`config.mk`:
```
export PLATFORM = sky130hd
export DESIGN_NAME = sha512_ctrl
export DESIGN_NICKNAME = d
export VERILOG_FILES = /design/src/design/sha512_pkg.sv /design/src/design/sha512_ctrl.sv
export VERILOG_INCLUDE_DIRS = /design/src /design/src/design
export SDC_FILE = /design/constraint.sdc
export NUM_CORES = 1
export LEC_CHECK = 0
export ABC_AREA = 1
export BUFFER_PORTS_ARGS = -buffer_cell sky130_fd_sc_hd__buf_2
export CORE_ASPECT_RATIO = 1.1
export CORE_UTILIZATION = 55
export DETAILED_ROUTE_END_ITERATION = 8
export HOLD_SLACK_MARGIN = 0.02
export MAX_ROUTING_LAYER = met4
export PLACE_DENSITY = 0.81
export SLEW_MARGIN = 20
export SYNTH_ARGS = -nofsm -noshare
export SYNTH_HDL_FRONTEND = slang
export SYNTH_SLANG_ARGS = --single-unit
```
`constraint.sdc`:
```
create_clock -name clk -period 3.9 [get_ports clk]
set_clock_uncertainty 0.15 [all_clocks]
set_input_delay 0.78 -clock clk [delete_from_list [all_inputs] [get_ports clk]]
set_output_delay 0.78 -clock clk [all_outputs]
set_load 0.1 [all_outputs]
```
`src/design/sha512_compression_macros.svh`:
```
// assertion macros used by the sha-512 controller rtl
// expects clk and rst_n in the scope of the module that uses them
`ifndef SHA512_COMPRESSION_MACROS_SVH
`define SHA512_COMPRESSION_MACROS_SVH

// same-cycle implication, checked out of reset
`define SHA512_ASSERT_NOW(lbl, ante, cons, msg) \
  lbl: assert property (@(posedge clk) disable iff (!rst_n) (ante) |-> (cons)) \
    else $error(msg);

// next-cycle implication, checked out of reset
`define SHA512_ASSERT_NEXT(lbl, ante, cons, msg) \
  lbl: assert property (@(posedge clk) disable iff (!rst_n) (ante) |=> (cons)) \
    else $error(msg);

`endif

```
`src/design/sha512_pkg.sv`:
```
// shared types and constants of the sha-512 compression block
// no dependencies; used by sha512_ctrl, sha512_datapath and the top level
package sha512_pkg;

  localparam int WORD_W = 64;

  localparam logic [3:0] WORD_LAST  = 4'd15;
  localparam logic [6:0] ROUND_LAST = 7'd79;
  localparam logic [2:0] EMIT_LAST  = 3'd7;

  typedef struct packed {
    logic [WORD_W-1:0] message_word;
    logic              new_message;
    logic              final_block;
  } sha512_in_t;

  typedef struct packed {
    logic [WORD_W-1:0] digest_word;
    logic              digest_last;
  } sha512_out_t;

  // controller to datapath commands
  typedef struct packed {
    logic       load_word;
    logic       init_hash;
    logic       start;
    logic       round_en;
    logic       fold;
    logic       emit_ld;
    logic [2:0] emit_idx;
    logic [6:0] round_idx;
  } sha512_cmd_t;

  localparam logic [WORD_W-1:0] INIT_HASH [8] = '{
    64'h6a09e667f3bcc908, 64'hbb67ae8584caa73b, 64'h3c6ef372fe94f82b, 64'ha54ff53a5f1d36f1,
    64'h510e527fade682d1, 64'h9b05688c2b3e6c1f, 64'h1f83d9abfb41bd6b, 64'h5be0cd19137e2179
  };

  localparam logic [WORD_W-1:0] ROUND_K [80] = '{
    64'h428a2f98d728ae22, 64'h7137449123ef65cd, 64'hb5c0fbcfec4d3b2f, 64'he9b5dba58189dbbc,
    64'h3956c25bf348b538, 64'h59f111f1b605d019, 64'h923f82a4af194f9b, 64'hab1c5ed5da6d8118,
    64'hd807aa98a3030242, 64'h12835b0145706fbe, 64'h243185be4ee4b28c, 64'h550c7dc3d5ffb4e2,
    64'h72be5d74f27b896f, 64'h80deb1fe3b1696b1, 64'h9bdc06a725c71235, 64'hc19bf174cf692694,
    64'he49b69c19ef14ad2, 64'hefbe4786384f25e3, 64'h0fc19dc68b8cd5b5, 64'h240ca1cc77ac9c65,
    64'h2de92c6f592b0275, 64'h4a7484aa6ea6e483, 64'h5cb0a9dcbd41fbd4, 64'h76f988da831153b5,
    64'h983e5152ee66dfab, 64'ha831c66d2db43210, 64'hb00327c898fb213f, 64'hbf597fc7beef0ee4,
    64'hc6e00bf33da88fc2, 64'hd5a79147930aa725, 64'h06ca6351e003826f, 64'h142929670a0e6e70,
    64'h27b70a8546d22ffc, 64'h2e1b21385c26c926, 64'h4d2c6dfc5ac42aed, 64'h53380d139d95b3df,
    64'h650a73548baf63de, 64'h766a0abb3c77b2a8, 64'h81c2c92e47edaee6, 64'h92722c851482353b,
    64'ha2bfe8a14cf10364, 64'ha81a664bbc423001, 64'hc24b8b70d0f89791, 64'hc76c51a30654be30,
    64'hd192e819d6ef5218, 64'hd69906245565a910, 64'hf40e35855771202a, 64'h106aa07032bbd1b8,
    64'h19a4c116b8d2d0c8, 64'h1e376c085141ab53, 64'h2748774cdf8eeb99, 64'h34b0bcb5e19b48a8,
    64'h391c0cb3c5c95a63, 64'h4ed8aa4ae3418acb, 64'h5b9cca4f7763e373, 64'h682e6ff3d6b2b8a3,
    64'h748f82ee5defb2fc, 64'h78a5636f43172f60, 64'h84c87814a1f0ab72, 64'h8cc702081a6439ec,
    64'h90befffa23631e28, 64'ha4506cebde82bde9, 64'hbef9a3f7b2c67915, 64'hc67178f2e372532b,
    64'hca273eceea26619c, 64'hd186b8c721c0c207, 64'heada7dd6cde0eb1e, 64'hf57d4f7fee6ed178,
    64'h06f067aa72176fba, 64'h0a637dc5a2c898a6, 64'h113f9804bef90dae, 64'h1b710b35131c471b,
    64'h28db77f523047d84, 64'h32caab7b40c72493, 64'h3c9ebe0a15c9bebc, 64'h431d67c49c100d4c,
    64'h4cc5d4becb3e42b6, 64'h597f299cfc657e2a, 64'h5fcb6fab3ad6faec, 64'h6c44198c4a475817
  };

endpackage

```
`src/design/sha512_ctrl.sv`:
```
// control state machine: word counting, round sequencing, digest output handshake
// depends on sha512_pkg and sha512_compression_macros.svh
`include "sha512_compression_macros.svh"

module sha512_ctrl (
  input  logic                   clk,
  input  logic                   rst_n,
  input  logic                   in_valid,
  input  logic                   in_new_message,
  input  logic                   in_final_block,
  output logic                   in_ready,
  output logic                   out_valid,
  input  logic                   out_ready,
  output sha512_pkg::sha512_cmd_t cmd
);

  typedef enum logic [3:0] {
    ST_LOAD  = 4'b0001,
    ST_ROUND = 4'b0010,
    ST_FOLD  = 4'b0100,
    ST_EMIT  = 4'b1000
  } state_t;

  state_t     state_r, state_nxt;
  logic [3:0] word_cnt_r, word_cnt_nxt;
  logic [6:0] round_r, round_nxt;
  logic [2:0] emit_idx_r, emit_idx_nxt;
  logic       final_r, final_nxt;
  logic       out_valid_r, out_valid_nxt;
  logic       emit_ld;

  // output register free or being drained this cycle
  assign emit_ld   = !out_valid_r || out_ready;
  assign in_ready  = (state_r == ST_LOAD);
  assign out_valid = out_valid_r;

  always_comb begin
    state_nxt     = state_r;
    word_cnt_nxt  = word_cnt_r;
    round_nxt     = round_r;
    emit_idx_nxt  = emit_idx_r;
    final_nxt     = final_r;
    out_valid_nxt = out_valid_r && !out_ready;
    cmd           = '0;
    cmd.round_idx = round_r;
    cmd.emit_idx  = emit_idx_r;
    unique case (state_r)
      ST_LOAD: begin
        if (in_valid) begin
          cmd.load_word = 1'b1;
          cmd.init_hash = (word_cnt_r == '0) && in_new_message;
          word_cnt_nxt  = word_cnt_r + 4'd1;
          if (word_cnt_r == sha512_pkg::WORD_LAST) begin
            cmd.start = 1'b1;
            final_nxt = in_final_block;
            state_nxt = ST_ROUND;
          end
        end
      end
      ST_ROUND: begin
        cmd.round_en = 1'b1;
        if (round_r == sha512_pkg::ROUND_LAST) begin
          round_nxt = '0;
          state_nxt = ST_FOLD;
        end else begin
          round_nxt = round_r + 7'd1;
        end
      end
      ST_FOLD: begin
        cmd.fold  = 1'b1;
        state_nxt = final_r ? ST_EMIT : ST_LOAD;
      end
      ST_EMIT: begin
        if (emit_ld) begin
          cmd.emit_ld   = 1'b1;
          out_valid_nxt = 1'b1;
          emit_idx_nxt  = emit_idx_r + 3'd1;
          if (emit_idx_r == sha512_pkg::EMIT_LAST) begin
            state_nxt = ST_LOAD;
          end
        end
      end
      default: begin
        state_nxt = ST_LOAD;
      end
    endcase
  end

  always_ff @(posedge clk) begin
    if (!rst_n) begin
      state_r     <= ST_LOAD;
      word_cnt_r  <= '0;
      round_r     <= '0;
      emit_idx_r  <= '0;
      final_r     <= 1'b0;
      out_valid_r <= 1'b0;
    end else begin
      state_r     <= state_nxt;
      word_cnt_r  <= word_cnt_nxt;
      round_r     <= round_nxt;
      emit_idx_r  <= emit_idx_nxt;
      final_r     <= final_nxt;
      out_valid_r <= out_valid_nxt;
    end
  end

  `SHA512_ASSERT_NOW(a_round_idle, state_r != ST_ROUND, round_r == '0, "round count left nonzero")
  `SHA512_ASSERT_NOW(a_emit_idle, state_r != ST_EMIT, emit_idx_r == '0, "digest index left nonzero")
  `SHA512_ASSERT_NOW(a_words_idle, state_r != ST_LOAD, word_cnt_r == '0, "word count nonzero off load")
  `SHA512_ASSERT_NEXT(a_block_start, in_valid && in_ready && word_cnt_r == sha512_pkg::WORD_LAST, state_r == ST_ROUND, "full block did not start rounds")
  `SHA512_ASSERT_NEXT(a_last_digest, state_r == ST_EMIT && emit_ld && emit_idx_r == sha512_pkg::EMIT_LAST, state_r == ST_LOAD && out_valid_r, "last digest beat not presented")

endmodule

```
==> results.toml <==
[clocking]
clk_root_buffer_cell = "sky130_fd_sc_hd__clkbuf_4"
tritoncts_clock_tree = "yes"
worstSkewPairLatency_ps = 290
htree_num_levels = 1
clk_transition_reported_paths_ps = 110
cts-buffers-inserted = 3
postCtsHoldBufs = 0
clock_tree.buffer_depth = 2
post_cts.repair.setup_buffers = 0
cts.sinks = 20
cts_resized = 0

[die]
core_region_area_um2 = 1650
floorplan.die_area_um2 = 2030
initial_standard_cell_utilization_of_the_core_pct = 61.8
rows = 15
die_x_um = 43.1
vertical_extent_of_the_die_um = 47.2
pin_count = 24

[flow_run]
timing.max_cap.violations = 0

[grt]
global_route_wire_length_before_repair_um = 3350
first_global_vias = 840
grt_start_max_net_pins = 13
antenna_found_initial = 0
grt-ovfl-total = 0
globalRouteTotalUtil_pct = 22.5

[cells_and_area]
drive_above_1_share_pct = 23.5
area_growth_pct = 17.0
final_core_utilization_pct = 72.3
fin_nets = 182
num-fill-cells = 151
antennaDiodeCount = 0

[timing]
final.min_clock_period_ps = 2670
achievable-frequency_mhz = 374
rsz0062_at_grt = "false"
timing.max_slew.rel_slack_pct = 67.8
worst-slew-pin-transition_ps = 486
post-route-period-util_pct = 68.6
finalHoldViolCount = 0
fin_setup_tns_ps = 0
report.final.setup_viol = 0
report.final.slew_viol_count = 0

[setup_path]
critPathMaxFanout = 3
r2r_slack_ps = 2420
crit_path_end = "cmd[13]"
worstSetupStartpoint = "in_valid"
critical_path_arrival_ps = 1740
endpoint_of_the_worst_slack_reg_to_reg_timing_path = "state_r[0]"
worstSetupStartpointType = "primary input"
timing.critical_path.required_ps = 2970
critPathCaptureType = "output pin"
worstSetupPathType = "primary input to output pin"
ff2ff_path_depth = 7
critical_path.reg2reg.startpoint = "round_r[0]"

[placed_design]
numPortBuffers = 23
detailedPlacementHpwl_um = 1610
globalplace.congestion = 0.824

[yosys]
dominantRegCellSynth = "sky130_fd_sc_hd__dfxtp_1"
synth_commonest_cells = "sky130_fd_sc_hd__nand2_1, sky130_fd_sc_hd__nor2_1, sky130_fd_sc_hd__dfxtp_1, sky130_fd_sc_hd__inv_1, sky130_fd_sc_hd__o21ai_0"
ys_top_cells_by_area = "sky130_fd_sc_hd__dfxtp_1, sky130_fd_sc_hd__nand2_1, sky130_fd_sc_hd__nor2_1"
synth.net_count = 155
post_synth_instance_area_um2 = 1020
ys_ff_latch = 20
portion_of_the_post_synthesis_area_used_by_sequential_elements_pct = 39.2
synth_area_per_cell_um2 = 7.09
postSynth.asyncResetShare_pct = 0
post_synth_edffs = 0
yosys.cell_types.count = 21
post-synth-top-area-cell = "sky130_fd_sc_hd__dfxtp_1"
synth_largest_type_area_fraction_pct = 39.2
synth_warnings = 0
synth_most_common_cell = "sky130_fd_sc_hd__nand2_1"
syn-instance-count = 144

[drt]
postRouteWirelength_um = 2040
drt-initial-drc-count = 20
wire_length_per_cell_um = 10.9
router_iterations_before_antenna_repair = 4
num_vias = 971
remaining_drc_errors = 0
detail_route_antenna_nets = 0
via_per_inst = 5.19

[outcome]
run_status = "complete, no violations"

[power_and_ir_drop]
vdd_ir_drop_max_v = 0.000177
cellPowerDensity_nw_per_um2 = 295
cellLeakagePower_nw = 0.573

[hold_path]
worstHoldPathType = "flip-flop to flip-flop"
## state kept, by name, indices dropped and copies added (netlist names)
| signal | cells |
|---|---|
| out_valid | 1 |
| round_r | 7 |
| word_cnt_r | 4 |
| final_r | 1 |
| state_r | 4 |
| emit_idx_r | 3 |
## cell families (layout without fill, tap and decap cells)
group | after synthesis | count (layout) | share of synthesized area [%]
AO/OA/AOI/OAI | 19 | 19 | 10.0
AND/OR/NAND/NOR | 75 | 75 | 33.6
XOR/XNOR | 3 | 3 | 2.57
adder cells (fa/ha/maj) | 5 | 5 | 6.13
flip-flops | 20 | 20 | 39.2
buffers and inverters | 22 | 48 | 8.45
## layout by cell type, fill, tap and decap left out, drive strengths merged
cell type,netlist,layout
dfxtp,20,20
ha,5,5
clkbuf,1,4
nand4,3,3
nor3,5,5
o21ai,10,10
buf,0,23
nand3,10,10
nand2,28,28
nor2,29,29
xor2,3,3
inv,20,20
a21oi,9,9
clkinv,1,1
## layer usage
| metal | track usage (%) | vias to the layer above | share of wire (%) |
|---|---|---|---|
| met5 | - | - | 0 |
| met4 | 9.09 | 0 | 0.59 |
| met3 | 2.31 | 2 | 3.4 |
| met2 | 39.4 | 20 | 49 |
| met1 | 26.7 | 440 | 46 |
| li1 | - | 509 | - |
## cell type report
class / instances / area [µm²] / area share, %
repair buffers: 23 / 115 / 9.63
clock buffers: 4 / 36.3 / 3.04
flip-flops and latches: 20 / 400 / 33.5
inverters: 21 / 82.6 / 6.91
multi-input cells: 102 / 539 / 45.1
well taps: 17 / 21.3 / 1.78
## report_power, final
group	switching (W)	internal, W	leakage [nW]
Sequential	0.00000175	0.000206	0.162
Clock	0.0000606	0.0000568	0.0210
Combinational	0.0000197	0.00000690	0.390
## critical path, stage by stage
cell                      delay, ps
sky130_fd_sc_hd__buf_2          120
sky130_fd_sc_hd__nand3_1         90
sky130_fd_sc_hd__nor2_1         140
sky130_fd_sc_hd__nand2_1        100
sky130_fd_sc_hd__inv_1           80
sky130_fd_sc_hd__buf_2          420
## per-stage QoR
step | area (µm²) | total power [W] | hold slack, ps | instances | worst slack [ps]
2_1_floorplan | 1030 | 0.000232 | 294 | 144 | 590
3_3_place_gp | 1160 | 0.000238 | 314 | 183 | 1270
3_5_place_dp | 1160 | 0.000239 | 322 | 183 | 1230
4_1_cts | 1190 | 0.000357 | 331 | 187 | 1230
5_1_grt | 1190 | 0.000367 | 371 | 187 | 1090
6_report | 1190 | 0.000352 | 330 | 187 | 1230
## how the worst min path moves through the flow
stage,startpoint,endpoint,cells past startpoint
after floorplan,final_r,final_r,2
after global placement,emit_idx_r[0],emit_idx_r[0],1
after detailed placement,final_r,final_r,2
after CTS,final_r,state_r[3],2
after global routing,final_r,state_r[3],2
final,final_r,state_r[3],2
(Power assumes the default switching activity.)
